[src/hdl/lpjq_pkg.sv]
package lpjq_pkg;

  // Operation classes handed from the front end to the back end.
  typedef enum logic [2:0] {
    OP_ENQ,
    OP_DEQ,
    OP_SET,
    OP_QRY,
    OP_STOP,
    OP_BAD
  } op_t;

  // Input mode codes.
  localparam logic [2:0] MODE_ENQ  = 3'd0;
  localparam logic [2:0] MODE_DEQ  = 3'd1;
  localparam logic [2:0] MODE_SET  = 3'd2;
  localparam logic [2:0] MODE_QRY  = 3'd3;
  localparam logic [2:0] MODE_STOP = 3'd4;

  // Job states.
  localparam logic [2:0] JS_QUEUED   = 3'd0;
  localparam logic [2:0] JS_RUNNING  = 3'd1;
  localparam logic [2:0] JS_DONE     = 3'd2;
  localparam logic [2:0] JS_FAILED   = 3'd3;
  localparam logic [2:0] JS_CANCELED = 3'd4;

  // Result status codes.
  localparam logic [1:0] RSP_OK    = 2'd0;
  localparam logic [1:0] RSP_FAIL  = 2'd1;
  localparam logic [1:0] RSP_EMPTY = 2'd2;

  localparam logic [31:0] RESULT_FAIL = 32'hFFFF_FFFF;
  localparam int unsigned CMDQ_DEPTH = 2;

  // Back end sequencer states.
  typedef enum logic [2:0] {
    ST_IDLE,
    ST_DECODE,
    ST_DQRD,
    ST_MATCH,
    ST_ENC,
    ST_RMW
  } st_t;

  // Classified request.
  typedef struct packed {
    op_t         op;
    logic [2:0]  lane;
    logic        prio;
    logic [7:0]  unit;
    logic [7:0]  command;
    logic [31:0] op_id;
    logic [2:0]  new_state;
    logic [31:0] new_result;
    logic [31:0] now_ms;
  } cmd_t;

  // One result item.
  typedef struct packed {
    logic [1:0]  status;
    logic [31:0] op_id;
    logic [2:0]  lane;
    logic [7:0]  unit;
    logic [7:0]  command;
    logic [2:0]  state;
    logic [31:0] result;
    logic [31:0] created_ms;
    logic [31:0] started_ms;
    logic [31:0] ended_ms;
  } rsp_t;

  // Status table entry, without the id.
  typedef struct packed {
    logic [2:0]  lane;
    logic [7:0]  unit;
    logic [7:0]  command;
    logic [2:0]  state;
    logic [31:0] result;
    logic [31:0] created_ms;
    logic [31:0] started_ms;
    logic [31:0] ended_ms;
  } entry_t;

  // FIFO word: id, unit, command.
  typedef struct packed {
    logic [31:0] id;
    logic [7:0]  unit;
    logic [7:0]  command;
  } job_t;

  // Queue handshake between front and back.
  typedef struct packed {
    logic full;
    logic empty;
  } q_stat_t;

endpackage

[src/hdl/lpjq_cmdq.sv]
module lpjq_cmdq (
  input  logic              clk,
  input  logic              rst_n,
  input  logic              push,
  input  lpjq_pkg::cmd_t    push_cmd,
  input  logic              pop,
  output lpjq_pkg::cmd_t    pop_cmd,
  output lpjq_pkg::q_stat_t q_stat
);
  import lpjq_pkg::*;

  localparam int unsigned PW = (CMDQ_DEPTH > 1) ? $clog2(CMDQ_DEPTH) : 1;
  localparam int unsigned CW = $clog2(CMDQ_DEPTH + 1);

  cmd_t          slot_r [CMDQ_DEPTH];
  logic [PW-1:0] wr_r, wr_nxt;
  logic [PW-1:0] rd_r, rd_nxt;
  logic [CW-1:0] cnt_r, cnt_nxt;
  logic          do_push, do_pop;

  assign q_stat.full  = (cnt_r == CW'(CMDQ_DEPTH));
  assign q_stat.empty = (cnt_r == '0);
  assign do_push      = push && !q_stat.full;
  assign do_pop       = pop && !q_stat.empty;
  assign pop_cmd      = slot_r[rd_r];

  // Pointer and count bookkeeping.
  always_comb begin
    wr_nxt  = wr_r;
    rd_nxt  = rd_r;
    cnt_nxt = cnt_r;
    if (do_push) begin
      wr_nxt = (wr_r == PW'(CMDQ_DEPTH - 1)) ? '0 : wr_r + 1'b1;
    end
    if (do_pop) begin
      rd_nxt = (rd_r == PW'(CMDQ_DEPTH - 1)) ? '0 : rd_r + 1'b1;
    end
    if (do_push && !do_pop) begin
      cnt_nxt = cnt_r + 1'b1;
    end else if (do_pop && !do_push) begin
      cnt_nxt = cnt_r - 1'b1;
    end
  end

  always_ff @(posedge clk) begin
    if (!rst_n) begin
      wr_r  <= '0;
      rd_r  <= '0;
      cnt_r <= '0;
    end else begin
      wr_r  <= wr_nxt;
      rd_r  <= rd_nxt;
      cnt_r <= cnt_nxt;
    end
  end

  // Entry storage.
  always_ff @(posedge clk) begin
    if (do_push) begin
      slot_r[wr_r] <= push_cmd;
    end
  end

endmodule

[config.mk]
export PLATFORM = sky130hd
export DESIGN_NAME = lpjq_cmdq
export DESIGN_NICKNAME = d
export VERILOG_FILES = /design/src/hdl/lpjq_pkg.sv /design/src/hdl/lpjq_cmdq.sv
export SDC_FILE = /design/constraint.sdc
export NUM_CORES = 1
export LEC_CHECK = 0
export BUFFER_PORTS_ARGS = -buffer_cell sky130_fd_sc_hd__buf_2
export CAP_MARGIN = 20
export CORE_UTILIZATION = 42
export DETAILED_ROUTE_END_ITERATION = 8
export PLACE_DENSITY = 0.64
export SETUP_SLACK_MARGIN = 0.02
export SLEW_MARGIN = 10
export SYNTH_ARGS = -nofsm -noshare
export SYNTH_HDL_FRONTEND = slang
export SYNTH_SLANG_ARGS = --single-unit
[constraint.sdc]
create_clock -name clk -period 15.6 [get_ports clk]
set_input_delay 1.56 -clock clk [delete_from_list [all_inputs] [get_ports clk]]
set_output_delay 1.56 -clock clk [all_outputs]
set_load 0.01 [all_outputs]
==> results.py <==
metrics = {
    "floorplanning": {
        "num_io_pins": 250,
        "die-area_um2": 22910,
        "rows": 54,
        "die_h_um": 151.4,
        "core_um2": 21820,
        "start_util_pct": 42.94,
        "die_w_um": 151.4,
    },
    "synthesis": {
        "synthSimpleGateAreaFrac_pct": 0.5874,
        "synthXorXnorAreaFrac_pct": 0.2804,
        "yosysUniqueCellTypes": 22,
        "seq_area_frac_synth_pct": 79.25,
        "postSynthRegisterBits": 249,
        "syn_inst": 405,
        "avgSynthCellArea_um2": 23.14,
        "synth_adder_area_share_pct": 0.1335,
        "synth_compound_area_share_pct": 0.3471,
        "synth_top_family_by_area": "multiplexers",
        "syn-num-nets": 532,
        "muxShareOfSynthArea_pct": 17.86,
        "syn_area_um2": 9371,
        "yosysWarnings": 0,
    },
    "global_routing": {
        "antenna_found_initial": 0,
        "grt.overflow.total": 0,
        "grtUsageMet1_pct": 16.78,
        "grtUsageMet2_pct": 24.84,
        "grt_max_degree": 81,
        "use_met3_pct": 4.548,
        "grt_pass1_vias": 4743,
        "grt_usage_pct": 14.16,
        "grt_pass1_wl_mm": 24.61,
        "grt.busiest_layer": "met2",
    },
    "critical_path": {
        "setup.worst_path.start_class": "register",
        "worstPathCellList": "buf_4 -> mux2_2 -> buf_2",
        "crit_fanout": 67,
        "cp.arrival_ns": 3.13,
        "critPathKind": "reg -> out",
        "cp_top_family": "buffers and inverters",
        "slowest_stage": "dfxtp_4",
        "end_kind": "output port",
        "max_stage_delay_ns": 0.98,
        "cp.required_ns": 14.04,
        "path_buf_inv": 2,
    },
    "clock_tree": {
        "post_cts_buffers": 0,
        "clkSinkCount": 249,
        "ctsResizeCount": 0,
        "hold_buffers": 0,
        "insertion_delay_ns": 0.51,
        "cts-root-buf": "clkbuf_16",
        "htreeDepth": 1,
        "cts.clk_slew.worst_paths_ns": 0.06,
        "cts_buffers": 27,
        "clock_path_buffers": 3,
        "tritoncts": "yes",
    },
    "sta": {
        "worstMarginPinSlew_ns": 1.139,
        "fmax_mhz": 213.0,
        "setup_ws_ns": 10.91,
        "setup_violations": 0,
        "finalCriticalPeriod_ns": 4.694,
        "clock_skew_ns": 0.008023,
        "hold_violations": 0,
        "fin_crit_sh_pct": 30.09,
        "grt_setup_unrepaired": "false",
        "relSlewSlack_pct": 24.05,
        "final.setup.tns_ns": 0,
        "slew_violations": 0,
        "timing.hold.ws_ns": 0.5268,
    },
    "layout": {
        "most-common-layout-cells": "249 x buf_2, 244 x edfxtp_1, 80 x mux2_4",
        "regArea_um2": 7431,
        "drive_gt1_share_pct": 60.32,
        "fin_area_um2": 11760,
        "final_cells": 973,
        "diodes": 0,
        "nets": 801,
        "fill_cells": 1753,
        "multi_input_comb_area_um2": 1812,
        "synthToLayoutAreaGrowth_pct": 25.50,
        "final_common_cell": "buf_2",
    },
    "route": {
        "vias_per_cell": 4.795,
        "antenna_left": 0,
        "via_count": 4666,
        "dr.pass1.iters": 4,
        "drc": 0,
        "totalWireLength_mm": 17.29,
        "post_drt_wl_per_cell_um": 17.77,
        "drt_iter0_markers": 178,
    },
    "placed_design": {
        "gp_congestion": 0.7338,
        "dp_hpwl_mm": 11.16,
        "place_ws_ns": 11.40,
        "dp.cells": 924,
        "dpl_cell_area_um2": 10880,
        "portBuffers": 249,
    },
    "min_path": {
        "min_path_type": "reg -> reg",
    },
    "power": {
        "p_sw_uw": 516.4,
        "swShare_pct": 26.21,
        "p_clk_share_pct": 31.0,
        "peakVddDrop_uv": 106.8,
        "leakagePower_nw": 4.524,
        "p_seq_share_pct": 45.2,
        "internal_power_mw": 1.454,
        "powerDensity_nw_per_um2": 167.5,
        "combPwrFrac_pct": 23.8,
    },
    "outcome": {
        "status": "completed",
    },
    "flow_run": {
        "drv_cap": 0,
    },
}
power groups by stage:
| stage | Clock [mW] | Combinational [mW] | Sequential, mW |
|---|---|---|---|
| 6_report | 0.610 | 0.470 | 0.890 |
| 3_5_place_dp | 0 | 0.474 | 0.907 |
| 5_1_grt | 0.652 | 0.507 | 0.899 |
| 2_1_floorplan | 0 | 0.346 | 0.884 |
| 3_3_place_gp | 0 | 0.466 | 0.902 |
| 4_1_cts | 0.627 | 0.476 | 0.893 |
kinds of logic after synthesis:
| group | after synthesis |
|---|---|
| adder cells (fa/ha/maj) | 1 |
| buffers and inverters | 16 |
| AO/OA/AOI/OAI | 5 |
| flip-flops | 249 |
| multiplexers | 122 |
| XOR/XNOR | 3 |
| AND/OR/NAND/NOR | 9 |
tightest hold or removal path: stages, from the launching register on:
cell      delay (ns)
dfxtp_1         0.34
o21ai_0         0.08
a21boi_1        0.06
through the flow:
step / util [%] / power, mW
6_report: 53.89 / 1.970
5_1_grt: 53.89 / 2.058
4_1_cts: 53.77 / 1.996
3_5_place_dp: 49.84 / 1.381
3_3_place_gp: 49.84 / 1.368
2_1_floorplan: - / 1.230
final cells by class:
type | count | area share [%]
flip-flops and latches | 249 | 63.18
multi-input cells | 140 | 15.40
repair buffers | 254 | 11.09
well taps | 280 | 2.979
clock inverters | 17 | 1.415
inverters | 2 | 0.06383
clock buffers | 31 | 5.872
final timing paths:
path	startpoint	endpoint	slack (ns)	depth (start not counted)
worst max-delay path	register	pop_cmd[100]	10.91	3
worst min-delay path	cnt_r[1]	cnt_r[1]	0.53	2
worst max register to register	cnt_r[0]	slot_r[0][74]	12.87	5
worst min register to register	cnt_r[1]	cnt_r[1]	0.53	2
cell usage after synthesis:
cell / instances / area, µm²
a21boi_1: 1 / 7.510
xor2_1: 1 / 8.760
edfxtp_1: 244 / 7327
and2_1: 3 / 18.77
o21ai_1: 1 / 5.000
mux2_2: 42 / 473.0
mux2_4: 80 / 1201
buf_6: 9 / 101.4
nor2_1: 2 / 7.510
or3_1: 1 / 6.260
xnor2_1: 2 / 17.52
buf_2: 4 / 20.02
buf_8: 1 / 15.01
nor3_2: 1 / 10.01
o21ai_0: 1 / 5.000
o21a_1: 1 / 7.510
and3_1: 1 / 6.260
nand2b_1: 1 / 6.260
a21boi_0: 1 / 7.510
ha_1: 1 / 12.51
dfxtp_1: 5 / 100.1
inv_1: 2 / 7.510
layer usage:
| metal | wire length (µm) | vias to the layer above |
|---|---|---|
| met3 | 1757 | 26 |
| li1 | - | 2147 |
| met5 | 0 | - |
| met4 | 239 | 0 |
| met2 | 8443 | 195 |
| met1 | 6852 | 2298 |
state kept, by name, summed over array words and instances (netlist names), named ones only:
| register | flops |
|---|---|
| cnt_r | 2 |
| slot_r | 244 |
| wr_r | 1 |
| rd_r | 1 |
Note: power is estimated with default switching activity, not from simulation.
